`config.mk`:
```
export PLATFORM = sky130hd
export DESIGN_NAME = ethernet_ip_header_parser
export DESIGN_NICKNAME = d
export VERILOG_FILES = /design/src/design/eiphp_pkg.sv /design/src/design/eiphp_parse_core.sv /design/src/design/eiphp_rec_fifo.sv /design/src/design/ethernet_ip_header_parser.sv
export SDC_FILE = /design/constraint.sdc
export NUM_CORES = 2
export LEC_CHECK = 0
export BUFFER_PORTS_ARGS = -buffer_cell sky130_fd_sc_hd__buf_2
export CAP_MARGIN = 30
export CORE_MARGIN = 5
export CORE_UTILIZATION = 55
export CTS_CLUSTER_DIAMETER = 50
export DETAILED_ROUTE_END_ITERATION = 10
export MAX_ROUTING_LAYER = met4
export PLACE_DENSITY = 0.81
export SLEW_MARGIN = 20
export SYNTH_ARGS = -nofsm -noshare
export SYNTH_HDL_FRONTEND = slang
export SYNTH_SLANG_ARGS = --single-unit
```
`constraint.sdc`:
```
create_clock -name clk -period 7.1 [get_ports clk]
set_input_delay 0.355 -clock clk [delete_from_list [all_inputs] [get_ports clk]]
set_output_delay 0.355 -clock clk [all_outputs]
set_load 0.005 [all_outputs]
```
`src/design/eiphp_pkg.sv`:
```
package eiphp_pkg;

  localparam logic [3:0] PH_LINK    = 4'd0;
  localparam logic [3:0] PH_SNAP    = 4'd1;
  localparam logic [3:0] PH_ARP     = 4'd2;
  localparam logic [3:0] PH_IP4     = 4'd3;
  localparam logic [3:0] PH_IP4OPT  = 4'd4;
  localparam logic [3:0] PH_IP6     = 4'd5;
  localparam logic [3:0] PH_EXT     = 4'd6;
  localparam logic [3:0] PH_EXTSKIP = 4'd7;
  localparam logic [3:0] PH_TCP     = 4'd8;
  localparam logic [3:0] PH_UDP     = 4'd9;
  localparam logic [3:0] PH_ICMP    = 4'd10;
  localparam logic [3:0] PH_DONE    = 4'd11;
  localparam logic [3:0] PH_STOP    = 4'd12;

  localparam logic [2:0] ST_OK    = 3'd0;
  localparam logic [2:0] ST_TYPE  = 3'd1;
  localparam logic [2:0] ST_SHORT = 3'd2;
  localparam logic [2:0] ST_IHL   = 3'd3;
  localparam logic [2:0] ST_EXT   = 3'd4;
  localparam logic [2:0] ST_TCPOF = 3'd5;
  localparam logic [2:0] ST_NET   = 3'd6;
  localparam logic [2:0] ST_TRN   = 3'd7;

  localparam logic [1:0] LK_ETH2 = 2'd1;
  localparam logic [1:0] LK_8023 = 2'd2;

  localparam logic [2:0] NK_ARP  = 3'd1;
  localparam logic [2:0] NK_RARP = 3'd2;
  localparam logic [2:0] NK_IP4  = 3'd3;
  localparam logic [2:0] NK_IP6  = 3'd4;

  localparam logic [2:0] TK_TCP   = 3'd1;
  localparam logic [2:0] TK_UDP   = 3'd2;
  localparam logic [2:0] TK_ICMP  = 3'd3;
  localparam logic [2:0] TK_ICMP6 = 3'd4;

  localparam logic [15:0] ET_ARP  = 16'h0806;
  localparam logic [15:0] ET_RARP = 16'h8035;
  localparam logic [15:0] ET_IP4  = 16'h0800;
  localparam logic [15:0] ET_IP6  = 16'h86DD;

  localparam logic [7:0] IPP_ICMP  = 8'd1;
  localparam logic [7:0] IPP_TCP   = 8'd6;
  localparam logic [7:0] IPP_UDP   = 8'd17;
  localparam logic [7:0] IPP_ICMP6 = 8'd58;
  localparam logic [7:0] IPP_HOP   = 8'd0;
  localparam logic [7:0] IPP_ROUTE = 8'd43;
  localparam logic [7:0] IPP_DOPT  = 8'd60;

  typedef struct packed {
    logic        kind;
    logic [5:0]  code;
    logic [63:0] value;
    logic [1:0]  link;
    logic [2:0]  net;
    logic [2:0]  trn;
    logic [2:0]  st;
    logic [13:0] poff;
    logic [13:0] plen;
    logic        last;
  } rec_t;

  // bit 6 hit, bits 5:0 field code
  function automatic logic [6:0] fend(input logic [3:0] ph, input logic [7:0] off);
    logic [6:0] r;
    r = 7'd0;
    case (ph)
      PH_LINK: begin
        case (off)
          8'd5:  r = {1'b1, 6'd0};
          8'd11: r = {1'b1, 6'd1};
          8'd13: r = {1'b1, 6'd2};
          default: r = 7'd0;
        endcase
      end
      PH_SNAP: begin
        case (off)
          8'd0: r = {1'b1, 6'd3};
          8'd1: r = {1'b1, 6'd4};
          8'd2: r = {1'b1, 6'd5};
          8'd5: r = {1'b1, 6'd6};
          8'd7: r = {1'b1, 6'd7};
          default: r = 7'd0;
        endcase
      end
      PH_ARP: begin
        case (off)
          8'd1:  r = {1'b1, 6'd8};
          8'd3:  r = {1'b1, 6'd9};
          8'd4:  r = {1'b1, 6'd10};
          8'd5:  r = {1'b1, 6'd11};
          8'd7:  r = {1'b1, 6'd12};
          8'd13: r = {1'b1, 6'd13};
          8'd17: r = {1'b1, 6'd14};
          8'd23: r = {1'b1, 6'd15};
          8'd27: r = {1'b1, 6'd16};
          default: r = 7'd0;
        endcase
      end
      PH_IP4: begin
        case (off)
          8'd0:  r = {1'b1, 6'd17};
          8'd1:  r = {1'b1, 6'd19};
          8'd3:  r = {1'b1, 6'd20};
          8'd5:  r = {1'b1, 6'd21};
          8'd6:  r = {1'b1, 6'd22};
          8'd7:  r = {1'b1, 6'd23};
          8'd8:  r = {1'b1, 6'd24};
          8'd9:  r = {1'b1, 6'd25};
          8'd11: r = {1'b1, 6'd26};
          8'd15: r = {1'b1, 6'd27};
          8'd19: r = {1'b1, 6'd28};
          default: r = 7'd0;
        endcase
      end
      PH_IP6: begin
        case (off)
          8'd0:  r = {1'b1, 6'd18};
          8'd1:  r = {1'b1, 6'd19};
          8'd3:  r = {1'b1, 6'd29};
          8'd5:  r = {1'b1, 6'd30};
          8'd6:  r = {1'b1, 6'd25};
          8'd7:  r = {1'b1, 6'd24};
          8'd15: r = {1'b1, 6'd31};
          8'd23: r = {1'b1, 6'd32};
          8'd31: r = {1'b1, 6'd33};
          8'd39: r = {1'b1, 6'd34};
          default: r = 7'd0;
        endcase
      end
      PH_EXT: begin
        if (off == 8'd1) r = {1'b1, 6'd35};
      end
      PH_TCP: begin
        case (off)
          8'd1:  r = {1'b1, 6'd36};
          8'd3:  r = {1'b1, 6'd37};
          8'd7:  r = {1'b1, 6'd38};
          8'd11: r = {1'b1, 6'd39};
          8'd12: r = {1'b1, 6'd40};
          8'd13: r = {1'b1, 6'd41};
          8'd15: r = {1'b1, 6'd42};
          8'd17: r = {1'b1, 6'd43};
          8'd19: r = {1'b1, 6'd44};
          default: r = 7'd0;
        endcase
      end
      PH_UDP: begin
        case (off)
          8'd1: r = {1'b1, 6'd36};
          8'd3: r = {1'b1, 6'd37};
          8'd5: r = {1'b1, 6'd45};
          8'd7: r = {1'b1, 6'd43};
          default: r = 7'd0;
        endcase
      end
      PH_ICMP: begin
        case (off)
          8'd0: r = {1'b1, 6'd46};
          8'd1: r = {1'b1, 6'd47};
          8'd3: r = {1'b1, 6'd43};
          default: r = 7'd0;
        endcase
      end
      default: r = 7'd0;
    endcase
    return r;
  endfunction

endpackage

```
`src/design/eiphp_parse_core.sv`:
```
module eiphp_parse_core
  import eiphp_pkg::*;
#(
  parameter int MAX_FRAME_BYTES = 16383
) (
  input  logic       clk,
  input  logic       rst_n,
  input  logic       fire,
  input  logic [7:0] data_byte,
  input  logic       frame_end,
  input  logic [3:0] trailer_bytes,
  output logic       f_vld,
  output rec_t       f_rec,
  output logic       s_vld,
  output rec_t       s_rec
);

  localparam int BCW = $clog2(MAX_FRAME_BYTES + 1);
  localparam int HW  = BCW + 1;

  logic [BCW-1:0] bc_r, bc_nxt, ls_r, ls_nxt;
  logic [3:0]     ph_r, ph_nxt;
  logic [63:0]    fa_r, fa_nxt;
  logic [15:0]    np_r, np_nxt;
  logic [10:0]    sk_r, sk_nxt;
  logic [3:0]     hw_r, hw_nxt;
  logic [1:0]     lk_r, lk_nxt;
  logic [2:0]     nk_r, nk_nxt, tk_r, tk_nxt, st_r, st_nxt;
  logic [HW-1:0]  he_r, he_nxt, ap_r, ap_nxt;
  logic           hp_r, hp_nxt;

  logic [BCW-1:0] off, npos, e;
  logic [7:0]     off8;
  logic [63:0]    acc, val, carry;
  logic [6:0]     fe;
  logic [15:0]    id;
  logic [10:0]    skd;
  logic [7:0]     nh;
  logic           go_net, go_trn, go_disp, trn_now;
  logic [2:0]     st_fin;

  always_comb begin
    bc_nxt = bc_r; ls_nxt = ls_r; ph_nxt = ph_r; fa_nxt = fa_r; np_nxt = np_r;
    sk_nxt = sk_r; hw_nxt = hw_r; lk_nxt = lk_r; nk_nxt = nk_r; tk_nxt = tk_r;
    st_nxt = st_r; he_nxt = he_r; ap_nxt = ap_r; hp_nxt = hp_r;
    f_vld = 1'b0; f_rec = '0; s_vld = 1'b0; s_rec = '0;
    go_net = 1'b0; go_trn = 1'b0; go_disp = 1'b0; trn_now = 1'b0;
    off  = bc_r - ls_r;
    off8 = (|(off >> 8)) ? 8'hFF : 8'(off);
    npos = bc_r + BCW'(1);
    acc  = {fa_r[55:0], data_byte};
    fe   = fend(ph_r, off8);
    val  = acc;
    carry = 64'd0;
    id   = acc[15:0];
    skd  = 11'd0;
    nh   = 8'd0;
    e    = '0;
    st_fin = 3'd0;

    if (fire && (bc_r < BCW'(MAX_FRAME_BYTES))) begin
      bc_nxt = npos;
      if (!fe[6]) begin
        fa_nxt = acc;
      end else begin
        if (ph_r == PH_IP4 && off8 == 8'd6) begin
          val = 64'(data_byte[7:5]); carry = 64'(data_byte[4:0]);
        end else if (ph_r == PH_IP6 && off8 == 8'd0) begin
          val = 64'(data_byte[7:4]); carry = 64'(data_byte[3:0]);
        end else if (ph_r == PH_IP6 && off8 == 8'd1) begin
          val = 64'({fa_r[3:0], data_byte[7:4]}); carry = 64'(data_byte[3:0]);
        end else if (ph_r == PH_IP6 && off8 == 8'd3) begin
          val = 64'(acc[19:0]);
        end else if (ph_r == PH_TCP && off8 == 8'd12) begin
          val = 64'({data_byte[7:4], 2'b00}); carry = 64'(data_byte[0]);
        end
        f_vld = 1'b1;
        f_rec.code  = fe[5:0];
        f_rec.value = val;
        f_rec.last  = !frame_end;
        fa_nxt = carry;
      end

      case (ph_r)
        PH_LINK: begin
          if (off8 == 8'd13) begin
            if (id >= 16'd1536) begin
              lk_nxt = LK_ETH2; np_nxt = id; go_net = 1'b1;
            end else if (id <= 16'd1500) begin
              lk_nxt = LK_8023; ls_nxt = npos; fa_nxt = 64'd0; ph_nxt = PH_SNAP;
            end else begin
              st_nxt = ST_TYPE; ph_nxt = PH_STOP;
            end
          end
        end
        PH_SNAP: begin
          if (off8 == 8'd7) begin
            np_nxt = id; go_net = 1'b1;
          end
        end
        PH_ARP: begin
          if (off8 == 8'd27) begin
            he_nxt = HW'(ls_r) + HW'(28); ph_nxt = PH_DONE;
          end
        end
        PH_IP4: begin
          if (off8 == 8'd0) begin
            hw_nxt = data_byte[3:0];
            if (data_byte[3:0] < 4'd5) begin
              st_nxt = ST_IHL; ph_nxt = PH_STOP;
            end
          end else if (off8 == 8'd9) begin
            np_nxt = {8'd0, data_byte};
          end else if (off8 == 8'd19) begin
            if (hw_r > 4'd5) begin
              sk_nxt = 11'({hw_r - 4'd5, 2'b00}); ph_nxt = PH_IP4OPT;
            end else begin
              go_trn = 1'b1;
            end
          end
        end
        PH_IP4OPT: begin
          skd = (sk_r != 11'd0) ? sk_r - 11'd1 : sk_r;
          sk_nxt = skd;
          if (skd == 11'd0) go_trn = 1'b1;
        end
        PH_IP6: begin
          if (off8 == 8'd6) np_nxt = {8'd0, data_byte};
          else if (off8 == 8'd39) go_disp = 1'b1;
        end
        PH_EXT: begin
          if (off8 == 8'd0) begin
            np_nxt = {8'd0, data_byte};
          end else if (off8 == 8'd1) begin
            sk_nxt = {data_byte, 3'b000} + 11'd6; ph_nxt = PH_EXTSKIP;
          end
        end
        PH_EXTSKIP: begin
          skd = (sk_r != 11'd0) ? sk_r - 11'd1 : sk_r;
          sk_nxt = skd;
          if (skd == 11'd0) go_disp = 1'b1;
        end
        PH_TCP: begin
          if (off8 == 8'd12) begin
            hw_nxt = data_byte[7:4];
          end else if (off8 == 8'd19) begin
            he_nxt = HW'(ls_r) + HW'(20);
            ap_nxt = HW'(ls_r) + HW'({hw_r, 2'b00});
            hp_nxt = 1'b1; ph_nxt = PH_DONE;
          end
        end
        PH_UDP: begin
          if (off8 == 8'd7) begin
            he_nxt = HW'(ls_r) + HW'(8); ap_nxt = HW'(ls_r) + HW'(8);
            hp_nxt = 1'b1; ph_nxt = PH_DONE;
          end
        end
        PH_ICMP: begin
          if (off8 == 8'd3) begin
            he_nxt = HW'(ls_r) + HW'(4); ph_nxt = PH_DONE;
          end
        end
        default: ;
      endcase

      nh = np_nxt[7:0];
      if (go_net) begin
        ls_nxt = npos; fa_nxt = 64'd0;
        case (np_nxt)
          ET_ARP:  begin nk_nxt = NK_ARP;  ph_nxt = PH_ARP; end
          ET_RARP: begin nk_nxt = NK_RARP; ph_nxt = PH_ARP; end
          ET_IP4:  begin nk_nxt = NK_IP4;  ph_nxt = PH_IP4; end
          ET_IP6:  begin nk_nxt = NK_IP6;  ph_nxt = PH_IP6; end
          default: begin st_nxt = ST_NET;  ph_nxt = PH_STOP; end
        endcase
      end
      if (go_disp) begin
        if (nh inside {IPP_ICMP, IPP_TCP, IPP_UDP, IPP_ICMP6}) begin
          trn_now = 1'b1;
        end else if (nh inside {IPP_HOP, IPP_ROUTE, IPP_DOPT}) begin
          ls_nxt = npos; fa_nxt = 64'd0; ph_nxt = PH_EXT;
        end else begin
          st_nxt = ST_EXT; ph_nxt = PH_STOP;
        end
      end
      if (go_trn || trn_now) begin
        ls_nxt = npos; fa_nxt = 64'd0;
        case (nh)
          IPP_TCP:   begin tk_nxt = TK_TCP;   ph_nxt = PH_TCP;  end
          IPP_UDP:   begin tk_nxt = TK_UDP;   ph_nxt = PH_UDP;  end
          IPP_ICMP:  begin tk_nxt = TK_ICMP;  ph_nxt = PH_ICMP; end
          IPP_ICMP6: begin tk_nxt = TK_ICMP6; ph_nxt = PH_ICMP; end
          default:   begin st_nxt = ST_TRN;   ph_nxt = PH_STOP; end
        endcase
      end
    end

    if (fire && frame_end) begin
      e = (bc_nxt > BCW'(trailer_bytes)) ? bc_nxt - BCW'(trailer_bytes) : '0;
      st_fin = st_nxt;
      if (st_nxt == ST_OK) begin
        if (ph_nxt != PH_DONE || HW'(e) < he_nxt) st_fin = ST_SHORT;
        else if (tk_nxt == TK_TCP && (hw_nxt < 4'd5 || ap_nxt > HW'(e))) st_fin = ST_TCPOF;
      end
      s_vld = 1'b1;
      s_rec.kind = 1'b1;
      s_rec.link = lk_nxt;
      s_rec.net  = nk_nxt;
      s_rec.trn  = tk_nxt;
      s_rec.st   = st_fin;
      s_rec.last = 1'b1;
      if (st_fin == ST_OK && hp_nxt) begin
        s_rec.poff = 14'(ap_nxt);
        s_rec.plen = 14'(HW'(e) - ap_nxt);
      end
      bc_nxt = '0; ls_nxt = '0; ph_nxt = PH_LINK; fa_nxt = 64'd0; np_nxt = 16'd0;
      sk_nxt = 11'd0; hw_nxt = 4'd0; lk_nxt = 2'd0; nk_nxt = 3'd0; tk_nxt = 3'd0;
      st_nxt = ST_OK; he_nxt = '0; ap_nxt = '0; hp_nxt = 1'b0;
    end
  end

  always_ff @(posedge clk) begin
    if (!rst_n) begin
      bc_r <= '0; ls_r <= '0; ph_r <= PH_LINK; fa_r <= 64'd0; np_r <= 16'd0;
      sk_r <= 11'd0; hw_r <= 4'd0; lk_r <= 2'd0; nk_r <= 3'd0; tk_r <= 3'd0;
      st_r <= ST_OK; he_r <= '0; ap_r <= '0; hp_r <= 1'b0;
    end else begin
      bc_r <= bc_nxt; ls_r <= ls_nxt; ph_r <= ph_nxt; fa_r <= fa_nxt; np_r <= np_nxt;
      sk_r <= sk_nxt; hw_r <= hw_nxt; lk_r <= lk_nxt; nk_r <= nk_nxt; tk_r <= tk_nxt;
      st_r <= st_nxt; he_r <= he_nxt; ap_r <= ap_nxt; hp_r <= hp_nxt;
    end
  end

  a_ls_le_bc: assert property (@(posedge clk) disable iff (!rst_n) ls_r <= bc_r)
    else $error("layer start beyond byte count");
  a_done_hdr: assert property (@(posedge clk) disable iff (!rst_n)
    (ph_r == PH_DONE) |-> (he_r != '0))
    else $error("header end unset in done phase");
  a_clear: assert property (@(posedge clk) disable iff (!rst_n)
    (fire && frame_end) |=> (bc_r == '0 && ph_r == PH_LINK))
    else $error("state not cleared after frame end");

endmodule

```
`src/design/eiphp_rec_fifo.sv`:
```
module eiphp_rec_fifo
  import eiphp_pkg::*;
(
  input  logic clk,
  input  logic rst_n,
  input  logic a_vld,
  input  rec_t a_rec,
  input  logic b_vld,
  input  rec_t b_rec,
  output logic space,
  output logic out_valid,
  input  logic out_ready,
  output rec_t out_rec
);

  rec_t       mem_r [4];
  logic [1:0] wp_r, wp_nxt, rp_r, rp_nxt;
  logic [2:0] cnt_r, cnt_nxt;
  logic [1:0] npush;
  logic       pop;

  assign npush     = 2'(a_vld) + 2'(b_vld);
  assign out_valid = (cnt_r != 3'd0);
  assign out_rec   = mem_r[rp_r];
  assign space     = (cnt_r <= 3'd2);
  assign pop       = out_valid && out_ready;

  always_comb begin
    wp_nxt  = wp_r + npush;
    rp_nxt  = rp_r + 2'(pop);
    cnt_nxt = cnt_r + 3'(npush) - 3'(pop);
  end

  always_ff @(posedge clk) begin
    if (a_vld) mem_r[wp_r] <= a_rec;
    if (b_vld) mem_r[wp_r + 2'(a_vld)] <= b_rec;
  end

  always_ff @(posedge clk) begin
    if (!rst_n) begin
      wp_r <= 2'd0; rp_r <= 2'd0; cnt_r <= 3'd0;
    end else begin
      wp_r <= wp_nxt; rp_r <= rp_nxt; cnt_r <= cnt_nxt;
    end
  end

  a_bound: assert property (@(posedge clk) disable iff (!rst_n) cnt_r <= 3'd4)
    else $error("record queue overflow");
  a_room: assert property (@(posedge clk) disable iff (!rst_n)
    (npush != 2'd0) |-> (cnt_r <= 3'd2))
    else $error("request pushed without room");
  a_ptr: assert property (@(posedge clk) disable iff (!rst_n)
    (cnt_r == 3'd0 || cnt_r == 3'd4) |-> (wp_r == rp_r))
    else $error("pointer and count disagree");

endmodule

```
`src/design/ethernet_ip_header_parser.sv`:
```
// Streaming Ethernet / IP header parser, one frame byte per request.
// Input channel: in_data_byte with in_frame_end on the final byte, accepted
// when in_valid and in_ready are both high. Each byte that completes a header
// field yields a field record; the final byte also yields a summary record
// (layer kinds, status, payload offset and length), with out_last marking the
// final record caused by that byte.
// Configuration: cfg_wr_en writes cfg_wr_data as the trailer length at once;
// write it only while the block is idle. Reset value 4.
// Records are written into a four-entry record queue as their byte is accepted.
// Throughput: one byte per cycle while in_ready is high; the frame-end byte
// queues up to two records, which drain one per cycle while out_ready is high.
// in_ready is high while the queue has room for two records.
// Reset (rst_n low, synchronous) clears the parse state and empties the queue.
// When the receiver stalls, records hold in the queue and in_ready drops once
// fewer than two entries are free.
module ethernet_ip_header_parser
  import eiphp_pkg::*;
#(
  parameter int MAX_FRAME_BYTES = 16383
) (
  input  logic        clk,
  input  logic        rst_n,
  input  logic        in_valid,
  output logic        in_ready,
  input  logic [7:0]  in_data_byte,
  input  logic        in_frame_end,
  input  logic        cfg_wr_en,
  input  logic [3:0]  cfg_wr_data,
  output logic        out_valid,
  input  logic        out_ready,
  output logic        out_record_kind,
  output logic [5:0]  out_field_code,
  output logic [63:0] out_field_value,
  output logic [1:0]  out_link_kind,
  output logic [2:0]  out_network_kind,
  output logic [2:0]  out_transport_kind,
  output logic [2:0]  out_status,
  output logic [13:0] out_payload_offset,
  output logic [13:0] out_payload_length,
  output logic        out_last
);

  logic [3:0] tb_r;
  logic       fire, f_vld, s_vld, space;
  rec_t       f_rec, s_rec, o_rec;

  assign fire     = in_valid && in_ready;
  assign in_ready = space;

  always_ff @(posedge clk) begin
    if (!rst_n) begin
      tb_r <= 4'd4;
    end else if (cfg_wr_en) begin
      tb_r <= cfg_wr_data;
    end
  end

  eiphp_parse_core #(.MAX_FRAME_BYTES(MAX_FRAME_BYTES)) u_core (
    .clk(clk), .rst_n(rst_n), .fire(fire), .data_byte(in_data_byte),
    .frame_end(in_frame_end), .trailer_bytes(tb_r),
    .f_vld(f_vld), .f_rec(f_rec), .s_vld(s_vld), .s_rec(s_rec)
  );

  eiphp_rec_fifo u_fifo (
    .clk(clk), .rst_n(rst_n),
    .a_vld(f_vld || s_vld), .a_rec(f_vld ? f_rec : s_rec),
    .b_vld(f_vld && s_vld), .b_rec(s_rec),
    .space(space), .out_valid(out_valid), .out_ready(out_ready), .out_rec(o_rec)
  );

  assign out_record_kind    = o_rec.kind;
  assign out_field_code     = o_rec.code;
  assign out_field_value    = o_rec.value;
  assign out_link_kind      = o_rec.link;
  assign out_network_kind   = o_rec.net;
  assign out_transport_kind = o_rec.trn;
  assign out_status         = o_rec.st;
  assign out_payload_offset = o_rec.poff;
  assign out_payload_length = o_rec.plen;
  assign out_last           = o_rec.last;

endmodule

```
==> reports/metrics.csv <==
metric,value,unit
H-tree levels,3,
Die Area,64000,um^2
number of nets with antenna violations after routing,0,
leakage power of the design,13.4,nW
clock tree from TritonCTS,built,
CP startpoint kind,register,
highest clock frequency the design can meet,0.149,GHz
Avg Synthesized Cell Area,8.89,um^2
Slew Limit Fails,0,
hpwl dp,69.0,mm
final setup skew,0.0375,ns
kind of end point of the critical path,register,
maximum number of buffers from clock root to sink,3,
post-layout min period,6.73,ns
count of routing violations after the opening detailed-route iteration,4117,
proportion of synthesized flip-flops having asynchronous set or reset,0,%
reg-to-reg critical path startpoint,u_core.bc_r[0]$_SDFF_PP0_,
insertion delay of the later-clocked pin in the worst-skew pair,0.64,ns
"reg-to-reg slack, setup",0.37,ns
CTS clock-pin slew for the worst setup and hold paths,0.06,ns
Post-Syn Area,32500,um^2
worst endpoint required time,7.57,ns
wire length per cell,23.1,um
DIE WIDTH,253,um
placer's final routability congestion estimate,1.04,
maximum number of pins on one net before global-route repair,90,
number of global-route vias before repair,28770,
floorplan die height,253,um
min-delay worst type,input port to register,
measured slew at the worst slew-check pin,0.996,ns
Hold Crit Depth,2,
Top delay family on crit path,compound AO/OA/AOI/OAI gates,
GRT Util Overall,32.6,%
sequential fraction of the synthesis area,43.1,%
top_reg_cell synth,sky130_fd_sc_hd__dfxtp_1,
reg2reg end,u_fifo.mem_r[1][27]$_DFFE_PP_,
standard-cell rows,89,
critical path's largest stage delay,0.44,ns
number of vias after detailed routing,29996,
Critical Path Fanout Max,14,
ports placed on the boundary,131,
unrepaired setup endpoints after global routing,false,
count of endpoints failing hold in the final timing report,0,
peak supply drop,0.000413,V
max-cap violations,0,
"most common cell after layout, fill and taps aside",sky130_fd_sc_hd__nand2_1,
net count of the finished layout,3814,
first-pass GRT wire length,163,mm
area overhead of the layout relative to synthesis,13.4,%
length of the first detailed-routing pass in iterations,9,
Clock Root Buffer,sky130_fd_sc_hd__clkbuf_16,
drt total wl,105,mm
classification of the worst setup path,register to register,
port buffer count,130,
area of the core region,58700,um^2
starting utilization of the core area,55.3,%
critical path arrival,7.21,ns
finished layout cell area,36800,um^2
final worst-path cycle share,94.8,%
most frequent cells in the layout,"sky130_fd_sc_hd__nand2_1, sky130_fd_sc_hd__dfxtp_1, sky130_fd_sc_hd__nor2_1",
number of vias per cell after detailed routing,6.60,
Area after DPL,34000,um^2
critical hold path startpoint,cfg_wr_en,
outcome,"finished, final reports clean",
DRC violation count after routing,0,
number of synthesized register bits,616,
worst path buffer plus inverter count,4,
total CTS buffers,73,
count of flip-flops with a built-in enable after synthesis,164,
path depth of the worst reg2reg path,27,
CP max-delay cell,sky130_fd_sc_hd__fa_1,
fillers,4649,
share of cells above drive strength 1,15.4,%
synthesized instance count,3649,
Setup-failing EPs final,0,
number of sinks handled by clock tree synthesis,616,
Yosys warning total,0,
pwr/cell area,286,nW/um^2
initial antenna violation count,3,
hold path endpoint,tb_r[2]$_SDFFE_PN1P_,
Unique masters post-synth,99,
total gr overflow,0,
headroom to the max-slew limit,33.6,%
Setup TNS Final,0,ns
Mapped Nets,3752,
-- worst register-to-register path: stages, from the launching register on --
cell	delay, ns
sky130_fd_sc_hd__dfxtp_1	0.42
sky130_fd_sc_hd__inv_1	0.08
sky130_fd_sc_hd__ha_1	0.21
sky130_fd_sc_hd__fa_1	0.44
sky130_fd_sc_hd__nor2b_2	0.22
sky130_fd_sc_hd__o31ai_4	0.10
sky130_fd_sc_hd__a31oi_2	0.26
sky130_fd_sc_hd__o21a_1	0.31
sky130_fd_sc_hd__o211ai_4	0.19
sky130_fd_sc_hd__nor3_1	0.38
sky130_fd_sc_hd__nand3_2	0.31
sky130_fd_sc_hd__buf_4	0.30
sky130_fd_sc_hd__o21ai_0	0.35
sky130_fd_sc_hd__o21ai_0	0.13
sky130_fd_sc_hd__nor2_1	0.12
sky130_fd_sc_hd__a21oi_1	0.07
sky130_fd_sc_hd__ha_1	0.30
sky130_fd_sc_hd__nand4_1	0.11
sky130_fd_sc_hd__or2_2	0.30
sky130_fd_sc_hd__a21oi_1	0.14
sky130_fd_sc_hd__o22ai_1	0.09
sky130_fd_sc_hd__nor3_1	0.30
sky130_fd_sc_hd__o21ai_0	0.21
sky130_fd_sc_hd__a2111oi_4	0.31
sky130_fd_sc_hd__buf_4	0.25
sky130_fd_sc_hd__nand4_4	0.23
sky130_fd_sc_hd__buf_4	0.32
sky130_fd_sc_hd__nor2_1	0.13
-- cell families (layout without fill, tap and decap cells) --
logic type               Yosys count  count (layout)  synth area share (%)
AND/OR/NAND/NOR                 1449            1449                  20.0
buffers and inverters            359             480                  4.38
multiplexers                     132             132                  8.39
flip-flops                       616             616                  43.1
AO/OA/AOI/OAI                    922             923                  18.5
adder cells (fa/ha/maj)           85              85                  3.39
XOR/XNOR                          86              86                  2.32
other                              0               2                     0
-- worst max path at each step --
stage | slack (ns) | startpoint | end | cells after the start
2_1_floorplan | 0.05 | u_core.bc_r[0]$_SDFF_PP0_ | u_fifo.mem_r[0][10]$_DFFE_PP_ | 34
3_3_place_gp | 0.34 | u_core.bc_r[1]$_SDFF_PP0_ | u_fifo.mem_r[1][7]$_DFFE_PP_ | 30
3_5_place_dp | 0.15 | u_core.bc_r[1]$_SDFF_PP0_ | u_fifo.mem_r[1][7]$_DFFE_PP_ | 30
4_1_cts | 0.05 | u_core.bc_r[1]$_SDFF_PP0_ | u_fifo.mem_r[1][7]$_DFFE_PP_ | 30
5_1_grt | 0.03 | u_core.bc_r[0]$_SDFF_PP0_ | u_fifo.mem_r[1][27]$_DFFE_PP_ | 27
6_report | 0.37 | u_core.bc_r[0]$_SDFF_PP0_ | u_fifo.mem_r[1][27]$_DFFE_PP_ | 27
-- where the power goes --
| group | internal [mW] | switching (mW) | total, mW |
|---|---|---|---|
| Combinational | 0.963 | 1.82 | 2.79 |
| Clock | 2.29 | 1.65 | 3.94 |
| Sequential | 3.67 | 0.131 | 3.80 |
-- per-layer routing --
layer  share of wire, %  vias up  GRT usage, %
met3                 11      332          6.08
met5                  0        -             -
li1                   -    13357             -
met1                 40    14348          43.9
met2                 45     1959          48.8
met4                4.2        0          14.0
-- stage by stage --
step | instances | worst slack [ns] | total power [mW] | hold WS [ns] | utilization, %
floorplan | 3649 | 0.0512 | 5.71 | 0.429 | -
global placement | 4391 | 0.341 | 6.52 | 0.435 | 58.0
detailed placement | 4392 | 0.146 | 6.52 | 0.440 | 58.0
CTS | 4531 | 0.0513 | 10.4 | 0.0151 | 62.4
global route | 4546 | 0.0315 | 10.9 | 0.0447 | 62.7
finish | 4546 | 0.367 | 10.5 | 0.0397 | 62.7
-- flip-flops by register name (all words and copies together), names as in the netlist --
name          flops
u_core.hw_r       4
u_core.he_r      15
u_core.lk_r       2
u_core.np_r      16
u_core.st_r       3
u_core.ls_r      14
u_core.sk_r      11
u_fifo.cnt_r      3
u_core.bc_r      14
u_fifo.wp_r       2
u_core.ph_r       4
u_core.fa_r      56
u_core.ap_r      15
u_core.nk_r       3
u_core.hp_r       1
u_fifo.rp_r       2
u_core.tk_r       3
u_fifo.mem_r    444
tb_r              4
-- cells in the mapped netlist, types with 25 or more instances --
| cell type | instances | area [um^2] |
|---|---|---|
| sky130_fd_sc_hd__edfxtp_1 | 164 | 4920 |
| sky130_fd_sc_hd__xor2_1 | 34 | 298 |
| sky130_fd_sc_hd__a22oi_1 | 90 | 676 |
| sky130_fd_sc_hd__nand2_1 | 510 | 1910 |
| sky130_fd_sc_hd__xnor2_1 | 52 | 455 |
| sky130_fd_sc_hd__nor2b_1 | 27 | 169 |
| sky130_fd_sc_hd__nand2b_1 | 25 | 156 |
| sky130_fd_sc_hd__a21oi_1 | 348 | 1740 |
| sky130_fd_sc_hd__dfxtp_1 | 452 | 9050 |
| sky130_fd_sc_hd__a211oi_1 | 35 | 263 |
| sky130_fd_sc_hd__a22o_1 | 54 | 473 |
| sky130_fd_sc_hd__a21o_1 | 32 | 240 |
| sky130_fd_sc_hd__nand4_1 | 28 | 175 |
| sky130_fd_sc_hd__buf_1 | 44 | 165 |
| sky130_fd_sc_hd__ha_1 | 80 | 1000 |
| sky130_fd_sc_hd__nand3_1 | 227 | 1140 |
| sky130_fd_sc_hd__nor2_1 | 432 | 1620 |
| sky130_fd_sc_hd__clkbuf_1 | 217 | 815 |
| sky130_fd_sc_hd__o21ai_0 | 144 | 721 |
| sky130_fd_sc_hd__mux4_2 | 111 | 2500 |
| sky130_fd_sc_hd__inv_1 | 80 | 300 |
| sky130_fd_sc_hd__nor3_1 | 75 | 375 |
-- layout make-up --
type	count	area (um^2)	share of cell area [%]
antenna	2	5.00	0.0136
tap	773	967	2.63
inverter	82	308	0.836
timing repair buffer	263	1760	4.79
sequential	616	14000	38.0
clock inverter	45	539	1.47
clock buffer	90	2010	5.47
multi-input combinational	2675	17200	46.8
-- what timing repair did --
| action | in CTS | in global routing |
|---|---|---|
| resized for setup | 0 | 13 |
| endpoints found under the setup margin | 0 | 116 |
| setup buffers | 0 | 9 |
| hold buffers | 4 | 0 |
| endpoints found under the hold margin | 4 | 0 |
(Power assumes the default switching activity.)
